[src/rtl/core/integer_to_ascii_formatter_macros.svh]
// ----------------------------------------------------------------------------
// integer_to_ascii_formatter_macros.svh
// Assertion shorthands for the integer formatter, clocked on clock and
// held off while reset is high.
// ----------------------------------------------------------------------------
`ifndef INTEGER_TO_ASCII_FORMATTER_MACROS_SVH
`define INTEGER_TO_ASCII_FORMATTER_MACROS_SVH

// Same-cycle implication.
`define ITOA_ASSERT_IMP(label, ante, cons, msg) \
   label: assert property (@(posedge clock) disable iff (reset) (ante) |-> (cons)) \
      else $error(msg);

// Next-cycle implication.
`define ITOA_ASSERT_NEXT(label, ante, cons, msg) \
   label: assert property (@(posedge clock) disable iff (reset) (ante) |=> (cons)) \
      else $error(msg);

`endif

[src/rtl/core/itoa_pkg.sv]
// ----------------------------------------------------------------------------
// itoa_pkg
// Shared types, codes and character constants of the integer formatter.
// ----------------------------------------------------------------------------
`default_nettype none

package itoa_pkg;

   localparam int unsigned VALUE_W    = 64;
   localparam int unsigned DIGIT_W    = 4;
   localparam int unsigned NUM_DIGITS = 22;   // octal needs the most digits
   localparam int unsigned NDIG_W     = 5;
   localparam int unsigned BITCNT_W   = 6;
   localparam int unsigned MINW_W     = 6;
   localparam int unsigned CHAR_W     = 8;

   // base selector codes; the unused code formats as hex
   localparam logic [1:0] BASE_OCT = 2'd0;
   localparam logic [1:0] BASE_DEC = 2'd1;
   localparam logic [1:0] BASE_HEX = 2'd2;

   localparam logic [CHAR_W-1:0] CHAR_MINUS   = 8'h2D;
   localparam logic [CHAR_W-1:0] CHAR_ZERO    = 8'h30;
   localparam logic [CHAR_W-1:0] CHAR_SPACE   = 8'h20;
   localparam logic [CHAR_W-1:0] CHAR_UPPER_A = 8'h41;
   localparam logic [CHAR_W-1:0] CHAR_LOWER_A = 8'h61;

   typedef struct packed {
      logic              done;
      logic [NDIG_W-1:0] ndig;
   } itoa_conv_status_type;

   typedef struct packed {
      logic negative;
      logic zero_pad;
      logic upper_case;
   } itoa_setup_type;

   function automatic logic [CHAR_W-1:0] digit_char(input logic [DIGIT_W-1:0] d,
                                                   input logic upper);
      logic [CHAR_W-1:0] dx;
      dx = CHAR_W'(d);
      if (d < DIGIT_W'(10)) begin
         return CHAR_ZERO + dx;
      end
      return (upper ? CHAR_UPPER_A : CHAR_LOWER_A) + dx - CHAR_W'(10);
   endfunction

endpackage

`default_nettype wire

[src/rtl/core/itoa_conv.sv]
// ----------------------------------------------------------------------------
// itoa_conv
// Bit-serial radix converter: shifts the magnitude in MSB first, one bit a
// cycle, into a row of 4-bit digit cells and tracks the digit count.
// ----------------------------------------------------------------------------
`default_nettype none

module itoa_conv (
   input  logic                               clock,
   input  logic                               reset,
   input  logic                               load,
   input  logic [itoa_pkg::VALUE_W-1:0]       load_mag,
   input  logic [1:0]                         load_base,
   input  logic [itoa_pkg::NDIG_W-1:0]        rd_index,
   output logic [itoa_pkg::DIGIT_W-1:0]       rd_digit,
   output itoa_pkg::itoa_conv_status_type     status
);

   logic [itoa_pkg::VALUE_W-1:0]  mag_ff, mag_in;
   logic [1:0]                    base_ff;
   logic [itoa_pkg::DIGIT_W-1:0]  digits_ff [itoa_pkg::NUM_DIGITS];
   logic [itoa_pkg::DIGIT_W-1:0]  digits_in [itoa_pkg::NUM_DIGITS];
   logic [itoa_pkg::NDIG_W-1:0]   ndig_ff, ndig_in;
   logic [itoa_pkg::BITCNT_W-1:0] bit_cnt_ff, bit_cnt_in;
   logic                          run_ff, run_in;
   logic                          done_ff, done_in;
   logic [itoa_pkg::NUM_DIGITS:0] carry;

   // one doubling step per cell; the carry between cells is a plain wire
   always_comb begin
      logic [itoa_pkg::DIGIT_W-1:0] d;
      logic [itoa_pkg::DIGIT_W-1:0] adj;
      carry[0] = mag_ff[itoa_pkg::VALUE_W-1];
      for (int i = 0; i < itoa_pkg::NUM_DIGITS; i++) begin
         d   = digits_ff[i];
         adj = (d >= itoa_pkg::DIGIT_W'(5)) ? d + itoa_pkg::DIGIT_W'(3) : d;
         unique case (base_ff)
            itoa_pkg::BASE_OCT: begin
               digits_in[i] = {1'b0, d[1:0], carry[i]};
               carry[i+1]   = d[2];
            end
            itoa_pkg::BASE_DEC: begin
               digits_in[i] = {adj[2:0], carry[i]};
               carry[i+1]   = adj[3];
            end
            default: begin
               digits_in[i] = {d[2:0], carry[i]};
               carry[i+1]   = d[3];
            end
         endcase
      end
      mag_in  = {mag_ff[itoa_pkg::VALUE_W-2:0], 1'b0};
      // the count grows by one exactly when a carry enters the first empty cell
      ndig_in = ndig_ff + itoa_pkg::NDIG_W'(carry[ndig_ff]);
   end

   always_comb begin
      run_in     = run_ff;
      bit_cnt_in = bit_cnt_ff;
      done_in    = 1'b0;
      if (load) begin
         run_in     = 1'b1;
         bit_cnt_in = '0;
      end else if (run_ff) begin
         bit_cnt_in = bit_cnt_ff + itoa_pkg::BITCNT_W'(1);
         if (bit_cnt_ff == '1) begin
            run_in  = 1'b0;
            done_in = 1'b1;
         end
      end
   end

   always_ff @(posedge clock) begin
      if (reset) begin
         run_ff     <= 1'b0;
         bit_cnt_ff <= '0;
         done_ff    <= 1'b0;
      end else begin
         run_ff     <= run_in;
         bit_cnt_ff <= bit_cnt_in;
         done_ff    <= done_in;
      end
   end

   always_ff @(posedge clock) begin
      if (load) begin
         mag_ff  <= load_mag;
         base_ff <= load_base;
         ndig_ff <= '0;
         for (int i = 0; i < itoa_pkg::NUM_DIGITS; i++) begin
            digits_ff[i] <= '0;
         end
      end else if (run_ff) begin
         mag_ff  <= mag_in;
         ndig_ff <= ndig_in;
         for (int i = 0; i < itoa_pkg::NUM_DIGITS; i++) begin
            digits_ff[i] <= digits_in[i];
         end
      end
   end

   assign rd_digit = (rd_index < itoa_pkg::NDIG_W'(itoa_pkg::NUM_DIGITS)) ?
                     digits_ff[rd_index] : '0;

   assign status.done = done_ff;
   assign status.ndig = ndig_ff;

endmodule

`default_nettype wire

[src/rtl/core/itoa_emit.sv]
// ----------------------------------------------------------------------------
// itoa_emit
// Field sequencer: counts the characters of one field down, picks padding,
// sign or digit for each, and holds them in the output register.
// ----------------------------------------------------------------------------
`default_nettype none

module itoa_emit #(
   parameter int unsigned CNT_W = 6
) (
   input  logic                              clock,
   input  logic                              reset,
   input  logic                              start,
   input  itoa_pkg::itoa_setup_type          setup,
   input  logic [CNT_W-1:0]                  width,
   input  logic [itoa_pkg::NDIG_W-1:0]       ndig,
   output logic [itoa_pkg::NDIG_W-1:0]       rd_index,
   input  logic [itoa_pkg::DIGIT_W-1:0]      rd_digit,
   output logic                              fin,
   output logic                              rsp_tvalid,
   input  logic                              rsp_tready,
   output logic [7:0]                        rsp_tdata,   // [7:0] character
   output logic                              rsp_tlast
);

   itoa_pkg::itoa_setup_type      setup_ff;
   logic                          active_ff, active_in;
   logic [CNT_W-1:0]              rem_ff, rem_in;
   logic [CNT_W-1:0]              total_ff;
   logic [CNT_W-1:0]              ndig_ff;
   logic                          tvalid_ff, tvalid_in;
   logic [itoa_pkg::CHAR_W-1:0]   char_ff, char_in;
   logic                          last_ff;
   logic [CNT_W-1:0]              ndig_eff;
   logic [CNT_W-1:0]              body;
   logic [CNT_W-1:0]              total;
   logic                          load;
   logic                          in_digits;
   logic                          is_minus;

   assign ndig_eff = (ndig == '0) ? CNT_W'(1) : CNT_W'(ndig);
   assign body     = ndig_eff + CNT_W'(setup.negative);
   assign total    = (width > body) ? width : body;

   assign load      = active_ff && (!tvalid_ff || rsp_tready);
   assign fin       = load && (rem_ff == CNT_W'(1));
   assign in_digits = (rem_ff <= ndig_ff);
   assign rd_index  = in_digits ? itoa_pkg::NDIG_W'(rem_ff - CNT_W'(1)) : '0;

   // zero padding puts the sign first, space padding just before the digits
   assign is_minus = setup_ff.negative &&
                     ((setup_ff.zero_pad && (rem_ff == total_ff)) ||
                      (!setup_ff.zero_pad && (rem_ff == ndig_ff + CNT_W'(1))));

   always_comb begin
      priority if (in_digits) begin
         char_in = itoa_pkg::digit_char(rd_digit, setup_ff.upper_case);
      end else if (is_minus) begin
         char_in = itoa_pkg::CHAR_MINUS;
      end else if (setup_ff.zero_pad) begin
         char_in = itoa_pkg::CHAR_ZERO;
      end else begin
         char_in = itoa_pkg::CHAR_SPACE;
      end
   end

   always_comb begin
      active_in = active_ff;
      rem_in    = rem_ff;
      tvalid_in = tvalid_ff;
      if (rsp_tready) begin
         tvalid_in = 1'b0;
      end
      if (load) begin
         tvalid_in = 1'b1;
         rem_in    = rem_ff - CNT_W'(1);
      end
      if (fin) begin
         active_in = 1'b0;
      end
      if (start) begin
         active_in = 1'b1;
         rem_in    = total;
      end
   end

   always_ff @(posedge clock) begin
      if (reset) begin
         active_ff <= 1'b0;
         tvalid_ff <= 1'b0;
      end else begin
         active_ff <= active_in;
         tvalid_ff <= tvalid_in;
      end
   end

   always_ff @(posedge clock) begin
      rem_ff <= rem_in;
      if (start) begin
         setup_ff <= setup;
         total_ff <= total;
         ndig_ff  <= ndig_eff;
      end
      if (load) begin
         char_ff <= char_in;
         last_ff <= (rem_ff == CNT_W'(1));
      end
   end

   assign rsp_tvalid = tvalid_ff;
   assign rsp_tdata  = char_ff;
   assign rsp_tlast  = last_ff;

endmodule

`default_nettype wire

[src/rtl/core/integer_to_ascii_formatter.sv]
// ----------------------------------------------------------------------------
// integer_to_ascii_formatter
// First character: the request is taken, the bit-serial converter shifts in
//   all 64 bits, the digits are handed over, and the output register is loaded.
// Requests: a new one is taken once the previous field (1..63 characters) has
//   its last character loaded; output: one character per cycle unless stalled.
// Reset: synchronous, active high; clears the sequencer and output valid.
// ----------------------------------------------------------------------------
`default_nettype none

`include "integer_to_ascii_formatter_macros.svh"

module integer_to_ascii_formatter #(
   parameter int unsigned MAX_FIELD_WIDTH = 63
) (
   input  logic        clock,
   input  logic        reset,
   // request channel
   input  logic        req_tvalid,
   output logic        req_tready,
   // [63:0] value, [65:64] base_select, [66] upper_case, [72:67] pad_width,
   // [73] zero_pad, [79:74] zero
   input  logic [79:0] req_tdata,
   // [0] signed_mode
   input  logic        req_tuser,
   // result channel
   output logic        rsp_tvalid,
   input  logic        rsp_tready,
   // [7:0] character
   output logic [7:0]  rsp_tdata,
   output logic        rsp_tlast
);

   // counters must hold the widest field and the longest digit string plus sign
   localparam int unsigned CNT_W = $clog2(MAX_FIELD_WIDTH + 1);
   localparam int unsigned WCLAMP_W = itoa_pkg::MINW_W + 1;
   localparam logic [itoa_pkg::NDIG_W-1:0] NDIG_MAX = itoa_pkg::NDIG_W'(itoa_pkg::NUM_DIGITS);

   typedef enum logic [2:0] {
      ST_IDLE = 3'b001,
      ST_CONV = 3'b010,
      ST_EMIT = 3'b100
   } itoa_state_type;

   itoa_state_type                    state_ff, state_in;
   itoa_pkg::itoa_setup_type          setup_ff, setup_in;
   logic [CNT_W-1:0]                  width_ff, width_in;
   itoa_pkg::itoa_conv_status_type    conv_st;
   logic [itoa_pkg::NDIG_W-1:0]       rd_index;
   logic [itoa_pkg::DIGIT_W-1:0]      rd_digit;
   logic                              req_accept;
   logic                              emit_start;
   logic                              emit_fin;

   // unpacked request fields
   logic [itoa_pkg::VALUE_W-1:0]      req_value;
   logic [1:0]                        req_base;
   logic                              req_upper;
   logic [itoa_pkg::MINW_W-1:0]       req_pad_width;
   logic                              req_zero_pad;
   logic                              req_negative;
   logic [itoa_pkg::VALUE_W-1:0]      req_mag;
   logic [WCLAMP_W-1:0]               req_width_raw;

   assign req_value     = req_tdata[63:0];
   assign req_base      = req_tdata[65:64];
   assign req_upper     = req_tdata[66];
   assign req_pad_width = req_tdata[72:67];
   assign req_zero_pad  = req_tdata[73];

   // take in a request only between fields; the output register may still
   // hold the last character of the previous one
   assign req_tready = (state_ff == ST_IDLE);
   assign req_accept = req_tvalid && req_tready;

   // a negative signed value prints its two's complement magnitude, which
   // also covers the most negative value
   assign req_negative = req_tuser && req_value[itoa_pkg::VALUE_W-1];
   assign req_mag      = req_negative ? (~req_value + itoa_pkg::VALUE_W'(1)) : req_value;

   // a zero width counts as one; clamp to the largest supported field
   always_comb begin
      req_width_raw = (req_pad_width == '0) ? WCLAMP_W'(1) : WCLAMP_W'(req_pad_width);
      if (req_width_raw > WCLAMP_W'(MAX_FIELD_WIDTH)) begin
         req_width_raw = WCLAMP_W'(MAX_FIELD_WIDTH);
      end
   end

   always_comb begin
      setup_in = setup_ff;
      width_in = width_ff;
      if (req_accept) begin
         setup_in.negative   = req_negative;
         setup_in.zero_pad   = req_zero_pad;
         setup_in.upper_case = req_upper;
         width_in            = CNT_W'(req_width_raw);
      end
   end

   // hand the digits over as soon as the converter has shifted in all bits
   assign emit_start = (state_ff == ST_CONV) && conv_st.done;

   always_comb begin
      state_in = state_ff;
      unique case (state_ff)
         ST_IDLE: begin
            if (req_accept) begin
               state_in = ST_CONV;
            end
         end
         ST_CONV: begin
            if (conv_st.done) begin
               state_in = ST_EMIT;
            end
         end
         ST_EMIT: begin
            if (emit_fin) begin
               state_in = ST_IDLE;
            end
         end
         default: begin
            state_in = ST_IDLE;
         end
      endcase
   end

   always_ff @(posedge clock) begin
      if (reset) begin
         state_ff <= ST_IDLE;
      end else begin
         state_ff <= state_in;
      end
   end

   // request settings are payload and need no reset
   always_ff @(posedge clock) begin
      setup_ff <= setup_in;
      width_ff <= width_in;
   end

   itoa_conv u_conv (
      .clock     (clock),
      .reset     (reset),
      .load      (req_accept),
      .load_mag  (req_mag),
      .load_base (req_base),
      .rd_index  (rd_index),
      .rd_digit  (rd_digit),
      .status    (conv_st)
   );

   itoa_emit #(
      .CNT_W (CNT_W)
   ) u_emit (
      .clock      (clock),
      .reset      (reset),
      .start      (emit_start),
      .setup      (setup_ff),
      .width      (width_ff),
      .ndig       (conv_st.ndig),
      .rd_index   (rd_index),
      .rd_digit   (rd_digit),
      .fin        (emit_fin),
      .rsp_tvalid (rsp_tvalid),
      .rsp_tready (rsp_tready),
      .rsp_tdata  (rsp_tdata),
      .rsp_tlast  (rsp_tlast)
   );

   // the converter finishes only while the sequencer waits for it
   `ITOA_ASSERT_IMP(a_conv_done_in_conv, conv_st.done, state_ff == ST_CONV, "done outside CONV")
   // a 64-bit magnitude never spills past the digit row
   `ITOA_ASSERT_IMP(a_ndig_in_range, conv_st.done, conv_st.ndig <= NDIG_MAX, "digit count too big")
   // the final character of a field is presented with tlast
   `ITOA_ASSERT_NEXT(a_fin_sets_last, emit_fin, rsp_tvalid && rsp_tlast, "end without tlast")
   // a field only ends while the sequencer is emitting
   `ITOA_ASSERT_IMP(a_fin_in_emit, emit_fin, state_ff == ST_EMIT, "end outside EMIT")

endmodule

`default_nettype wire
[config.mk]
export PLATFORM = sky130hd
export DESIGN_NAME = integer_to_ascii_formatter
export DESIGN_NICKNAME = d
export VERILOG_FILES = /design/src/rtl/core/itoa_pkg.sv /design/src/rtl/core/itoa_conv.sv /design/src/rtl/core/itoa_emit.sv /design/src/rtl/core/integer_to_ascii_formatter.sv
export VERILOG_INCLUDE_DIRS = /design/src /design/src/rtl/core
export SDC_FILE = /design/constraint.sdc
export NUM_CORES = 1
export LEC_CHECK = 0
export ABC_CLOCK_PERIOD_IN_PS = 4300
export CAP_MARGIN = 20
export CELL_PAD_IN_SITES_DETAIL_PLACEMENT = 0
export CELL_PAD_IN_SITES_GLOBAL_PLACEMENT = 1
export CORE_UTILIZATION = 46
export CTS_CLUSTER_DIAMETER = 120
export DETAILED_ROUTE_END_ITERATION = 6
export DONT_BUFFER_PORTS = 1
export GPL_TIMING_DRIVEN = 0
export HOLD_SLACK_MARGIN = 0.15
export PLACE_DENSITY_LB_ADDON = 0.1
export SKIP_LAST_GASP = 1
export SLEW_MARGIN = 40
export SYNTH_ARGS = -nofsm -noshare
export SYNTH_HDL_FRONTEND = slang
export SYNTH_HIERARCHICAL = 1
export SYNTH_SLANG_ARGS = --single-unit
[constraint.sdc]
create_clock -name clock -period 4.3 [get_ports clock]
set_clock_uncertainty 0.2 [all_clocks]
set_input_delay 0.215 -clock clock [delete_from_list [all_inputs] [get_ports clock]]
set_output_delay 0.215 -clock clock [all_outputs]
set_load 0.02 [all_outputs]
Yosys cells after proc, flatten, opt, wreduce, memory -nomap -nowiden
Memories as Yosys holds them, arrays and structs flattened.
Cells that the tools add are included.
{ "word_totals": {"reg_bits": 123, "wordCells": 263, "output_inout_bits": 11, "mem_count": 1, "mem_bits_rw": 88, "input_bits": 85} }
{ "memory_table": {"columns": ["memory", "words", "word_bits", "rd", "rd_clocked_by_memory_dff", "write_ports", "line", "source"], "rows": [
  ["u_conv.digits_ff", 22, 4, 23, 0, 22, "itoa_conv.sv:21", "logic [itoa_pkg::DIGIT_W-1:0] digits_ff [itoa_pkg::NUM_DIGITS];"]
]} }
{ "classes": {"mux": 125, "bitwise": 24, "magnitude_cmp": 28, "eq_ne": 11, "reduce_logical": 22, "add_sub_neg": 31} }
{ "op_table": {"columns": ["op", "n"], "rows": [
  ["$mux 64", 3],
  ["$mux 4", 45],
  ["$pmux 4 s2", 22],
  ["$add 4x2->4 const B", 22],
  ["$ge 4x3->1 const B", 22],
  ["$add 64x1->64 const B", 1],
  ["$not 64->64", 1],
  ["$pmux 1 s2", 22],
  ["$mux 8", 4],
  ["$mux 6", 5],
  ["$or 1x1->1", 22],
  ["$mux 1", 16],
  ["$mux 5", 3],
  ["$add 6x1->6 const B", 2],
  ["$eq 6x6->1", 2],
  ["$mux 3", 3],
  ["$pmux 3 s3", 1],
  ["$add 8x4->8", 1],
  ["$logic_and 1x1->1", 8],
  ["$reduce_bool 2->1", 4],
  ["$sub 8x4->8 const B", 1],
  ["$add 6x4->7 const A", 1],
  ["$add 6x1->6", 1],
  ["$eq 6x1->1 const B", 1],
  ["25 further kinds", 28]
]} }

Longest topological paths before layout
{ "logic_depth": {"word_depth": 9, "depth_mapped": 21} }

Hierarchy
Netlist, hierarchy kept.
{ "by_module_without_submodules": {"columns": ["mod", "cells_each", "area_per_inst_um2", "instances"], "rows": [
  ["itoa_conv", 941, 10251.1, 1],
  ["itoa_emit", 190, 1985.7, 1],
  ["integer_to_ascii_formatter", 269, 1938.1, 1]
]} }

Least setup slack after synthesis
Ideal clock, no wire load.
{ "synth_timing": {"kind": "register -> register", "start": "register state_ff[0]", "end": "memory u_conv/digits_ff[0][0] in the netlist's numbering (enable)", "setup_ns": 0.448, "arrival_ns": 3.899, "stages_incl_launch_ff": 6, "n_path_buf": 2, "synth_period_minus_slack_ns": 4.546, "path_slack_ns": -0.246, "path_cell_list": "dfxtp_1 nor3b_1 and2_1 clkbuf_1 clkbuf_1 or2_2"} }
{ "synth_rtl": {"columns": ["element", "line", "source"], "rows": [
  ["from (decl)", "integer_to_ascii_formatter.sv:45", "itoa_state_type state_ff, state_in;"],
  ["from (signal assigned)", "integer_to_ascii_formatter.sv:131", "state_ff <= state_in;"],
  ["to (decl)", "itoa_conv.sv:21", null]
]} }

Final worst setup path
{ "layout_timing": {"start": "register u_emit.ndig_ff[4]", "end": "register u_emit.char_ff (netlist bit u_emit/rsp_tdata[5]), data pin"} }
{ "layout_via": {"elab_chain_cells": 9, "word_cells_on_any_way": 14} }
{ "layout_rtl": {"columns": ["element", "line", "source"], "rows": [
  ["from (decl)", "itoa_emit.sv:30", "logic [CNT_W-1:0] ndig_ff;"],
  ["from (signal assigned)", "itoa_emit.sv:102", "ndig_ff <= ndig_eff;"],
  ["$le 6x6->1 *", "itoa_emit.sv:47", "assign in_digits = (rem_ff <= ndig_ff);"],
  ["$mux 5 *", "itoa_emit.sv:48", "assign rd_index = in_digits ? itoa_pkg::NDIG_W'(rem_ff - CNT_W'(1)) : '0;"],
  ["net rd_index, one bit", "integer_to_ascii_formatter.sv:49", "logic [itoa_pkg::NDIG_W-1:0] rd_index;"],
  ["$mem_v2 22x4 / $lt 5x5->1 (equally long branches)", null, null],
  ["$mux 4 *", "itoa_conv.sv:102", "assign rd_digit = (rd_index < itoa_pkg::NDIG_W'(itoa_pkg::NUM_DIGITS)) ?"],
  ["net rd_digit, one bit", "integer_to_ascii_formatter.sv:50", "logic [itoa_pkg::DIGIT_W-1:0] rd_digit;"],
  ["branches (longest 3 deep; another with $add 8x4->8)", null, null],
  ["$mux 8 *", "itoa_pkg.sv:46", "return (upper ? CHAR_UPPER_A : CHAR_LOWER_A) + dx - CHAR_W'(10);"],
  ["$mux 8 *", "itoa_emit.sv:56", "priority if (in_digits) begin"],
  ["to (signal assigned)", "itoa_emit.sv:105", "char_ff <= char_in;"],
  ["to (decl)", "itoa_emit.sv:32", "logic [itoa_pkg::CHAR_W-1:0] char_ff, char_in;"]
]} }
Mark *: on every way through the listed nets, which the timed path passes. The select of a mux whose other input is x is not followed.
A chain may end at the register's enable or synchronous reset.

==> metrics.cfg <==
[outcome]
status=complete, no violations

[run]
drv_cap=0

[placed_design]
portBuffers=0
dpl.hpwl_mm=27.5
place_ws_ns=-0.469
place_congestion=0.880

[sta]
post-route-period-util=0.986
drv_slew=0
slew_headroom=0.423
rsz0062_at_grt=true
worst_slack_ns=0.0592
layout_min_cycle_time_ns=4.24
hold_viol=0
fin_setup_tns_ns=0
setup_viol=0
fmax_mhz=236
whs_ns=0.189
worst_slew_pin_slew_ns=0.865

[synth]
syn_area_mm2=0.0142
syn-num-nets=1550
synth_cells=1400
synth_area_leaders=edfxtp_1 40%, mux2_2 5.8%, ha_1 5.7%
seq_area_frac_synth=0.430
async_reset_ff_frac=0
synth_seq_cells=209
ys_types=81
syn-mean-instance-area_um2=10.1
synth_warnings=6
synth_top_flop_cell=edfxtp_1
synth_top_area_share=0.405
synth-edff-count=191
yosysTopAreaCell=edfxtp_1

[worst_setup_path]
slowest_delay_ns=0.39
worst_ep_arrival_time_ns=4.32
crit_chain=inv_1 -> ha_1 -> a211o_1 -> a31oi_1 -> a21oi_2 -> buf_6 -> nor2_1 -> buf_4 -> buf_12 -> buf_12 -> buf_4 -> mux2i_1 -> a21oi_1 -> o21ai_0 -> a21oi_1 -> a21o_1 -> o21ai_0 -> or3b_1
crit_type=register to register
crit_start=u_emit/ndig_ff[4]$_DFFE_PP_
cp_slowest_cell=edfxtp_1
cp.required_ns=4.38
path_max_fanout=7
cp_num_buf_inv=6
reg2reg_from=u_emit/ndig_ff[4]$_DFFE_PP_
cp_top_family=compound AO/OA/AOI/OAI gates
start_kind=register
endpoint_kind=register

[clocking]
cts_tree=done
numCtsBuffers=26
clk_pin_slew_ns=0.06
cts.sinks=209
cts-htree-levels=1
clkLatencyLatePin_ns=0.54
clockRootBuffer=clkbuf_16
cts_buffer_depth=3

[die]
chipWidth_um=178
fp.dieArea_mm2=0.0315
io_pins=96
core_area_mm2=0.0300
num_rows=63
start_util=0.473
die_h_um=178

[routing]
wl_per_cell_um=20.3
ant_nets=0
first_iter_violations=812
drc=0
wl_mm=40.2
via_count=11600
firstDrtPassIters=5
vias_per_cell=5.85

[global_routing]
antenna_found_initial=0
grt_util_met1=0.355
grt-busiest-layer=met2
met3_usage=0.0431
grt_util_met2=0.426
grtUsageTotal=0.260
grt_pass1_vias=11400
gr-total-overflow=0
grt_max_degree=41
grt_first_pass_wirelength_mm=63.8

[pwr]
p_clk_frac=0.353
netSwitchingFraction=0.292
combPwrFrac=0.209
irDropWorstVdd_mv=0.295
p_per_area_mw_per_mm2=369
p_leak_nw=6.20
internal_power_w=0.00445
p_sw_w=0.00184
power.share.sequential=0.438

[layout]
final_common_cell=edfxtp_1
fin_util=0.569
final_cell_mix=191 x edfxtp_1, 190 x nor2_1, 113 x dlygate4sd3_1
syn_to_final_growth_pct=20.2
drive_gt1_frac=0.139
antennaDiodeCount=0
nets=1718

[worst_hold_path]
hp-class=input pin to register
worstHoldStart=req_tdata[2]

cell families (layout without fill, tap and decap cells):
group	count (synthesis)	in the layout	share of synthesized area
XOR/XNOR	108	108	0.0667
flip-flops	209	209	0.430
AO/OA/AOI/OAI	289	289	0.133
adder cells (fa/ha/maj)	65	65	0.0574
other	1	1	0.000265
AND/OR/NAND/NOR	467	467	0.170
multiplexers	108	108	0.0952
buffers and inverters	153	341	0.0473
worst paths after layout:
| check | to | slack [ns] | cells past startpoint |
|---|---|---|---|
| min | u_conv/mag_ff[8]$_DFFE_PP_ | 0.19 | 5 |
| max | u_emit/rsp_tdata[5]$_SDFFCE_PN1P_ | 0.06 | 18 |
| min reg2reg | u_emit/setup_ff[1]$_DFFE_PP_ | 0.22 | 0 |
| max reg2reg | u_emit/rsp_tdata[5]$_SDFFCE_PN1P_ | 0.06 | 18 |
cell usage after synthesis, types with 20 or more instances:
cell type  number
a211oi_1       27
a21oi_1        71
a31oi_1        45
clkbuf_1       52
edfxtp_1      191
ha_1           65
inv_1          77
mux2_2         73
nand2_1        53
nand2b_1       28
nand3_1        22
nor2_1        192
nor2b_1        23
nor3_1         20
nor3b_1        29
nor4_1         24
o211ai_1       24
o21ai_0        41
xnor2_1        44
xor2_1         64
worst register-to-register path, cell delays in order, from the launching register on:
cell	delay, ns
edfxtp_1	0.39
inv_1	0.06
ha_1	0.33
a211o_1	0.26
a31oi_1	0.22
a21oi_2	0.12
buf_6	0.14
nor2_1	0.08
buf_4	0.18
buf_12	0.16
buf_12	0.14
buf_4	0.12
mux2i_1	0.09
a21oi_1	0.25
o21ai_0	0.12
a21oi_1	0.27
a21o_1	0.27
o21ai_0	0.20
or3b_1	0.39
power groups by stage:
stage               registers [W]  logic [W]  clock network [W]
floorplan                 0.00270   0.000889                  0
global placement          0.00279    0.00114                  0
detailed placement        0.00278    0.00118                  0
CTS                       0.00275    0.00130            0.00227
global route              0.00279    0.00146            0.00233
finish                    0.00275    0.00131            0.00222
state kept, by name (all words and copies together) (netlist names), 2 cells and up:
register / count
setup_ff: 3
state_ff: 3
u_conv/base_ff: 2
u_conv/bit_cnt_ff: 6
u_conv/digits_ff: 88
u_conv/mag_ff: 64
u_conv/ndig_ff: 5
u_emit/ndig_ff: 5
u_emit/rem_ff: 6
u_emit/rsp_tdata: 7
u_emit/setup_ff: 3
u_emit/total_ff: 6
width_ff: 6
per-layer routing:
layer | part of all wire | up-vias | wire, um
li1 | - | 5508 | -
met1 | 0.44 | 5554 | 17600
met2 | 0.47 | 431 | 18800
met3 | 0.071 | 70 | 2840
met4 | 0.024 | 0 | 966
met5 | 0 | - | 0
per-stage QoR:
| step | instance area [um2] | total power (W) | instances |
|---|---|---|---|
| 2_1_floorplan | 14200 | 0.00359 | 1400 |
| 3_3_place_gp | 14700 | 0.00393 | 1790 |
| 3_5_place_dp | 14800 | 0.00396 | 1796 |
| 4_1_cts | 16800 | 0.00631 | 1959 |
| 5_1_grt | 17000 | 0.00657 | 1978 |
| 6_report | 17000 | 0.00628 | 1978 |
area by class of cell:
class                      instances  area (um2)
buffer                            75         414
multi-input combinational       1038        7500
clock buffer                      35         736
inverter                          78         293
timing repair buffer             140        1390
sequential                       209        6100
fill                            2609       12900
clock inverter                    13         123
tap                              390         488
repair_timing:
| action | in CTS | in global routing |
|---|---|---|
| setup endpoints to repair | 7 | 81 |
| resized for setup | 9 | 22 |
| setup buffers | 2 | 19 |
| pin swaps | 2 | 7 |
| hold buffers | 113 | 0 |
| hold endpoints to repair | 98 | 0 |
Power figures use the tool's default switching activity.
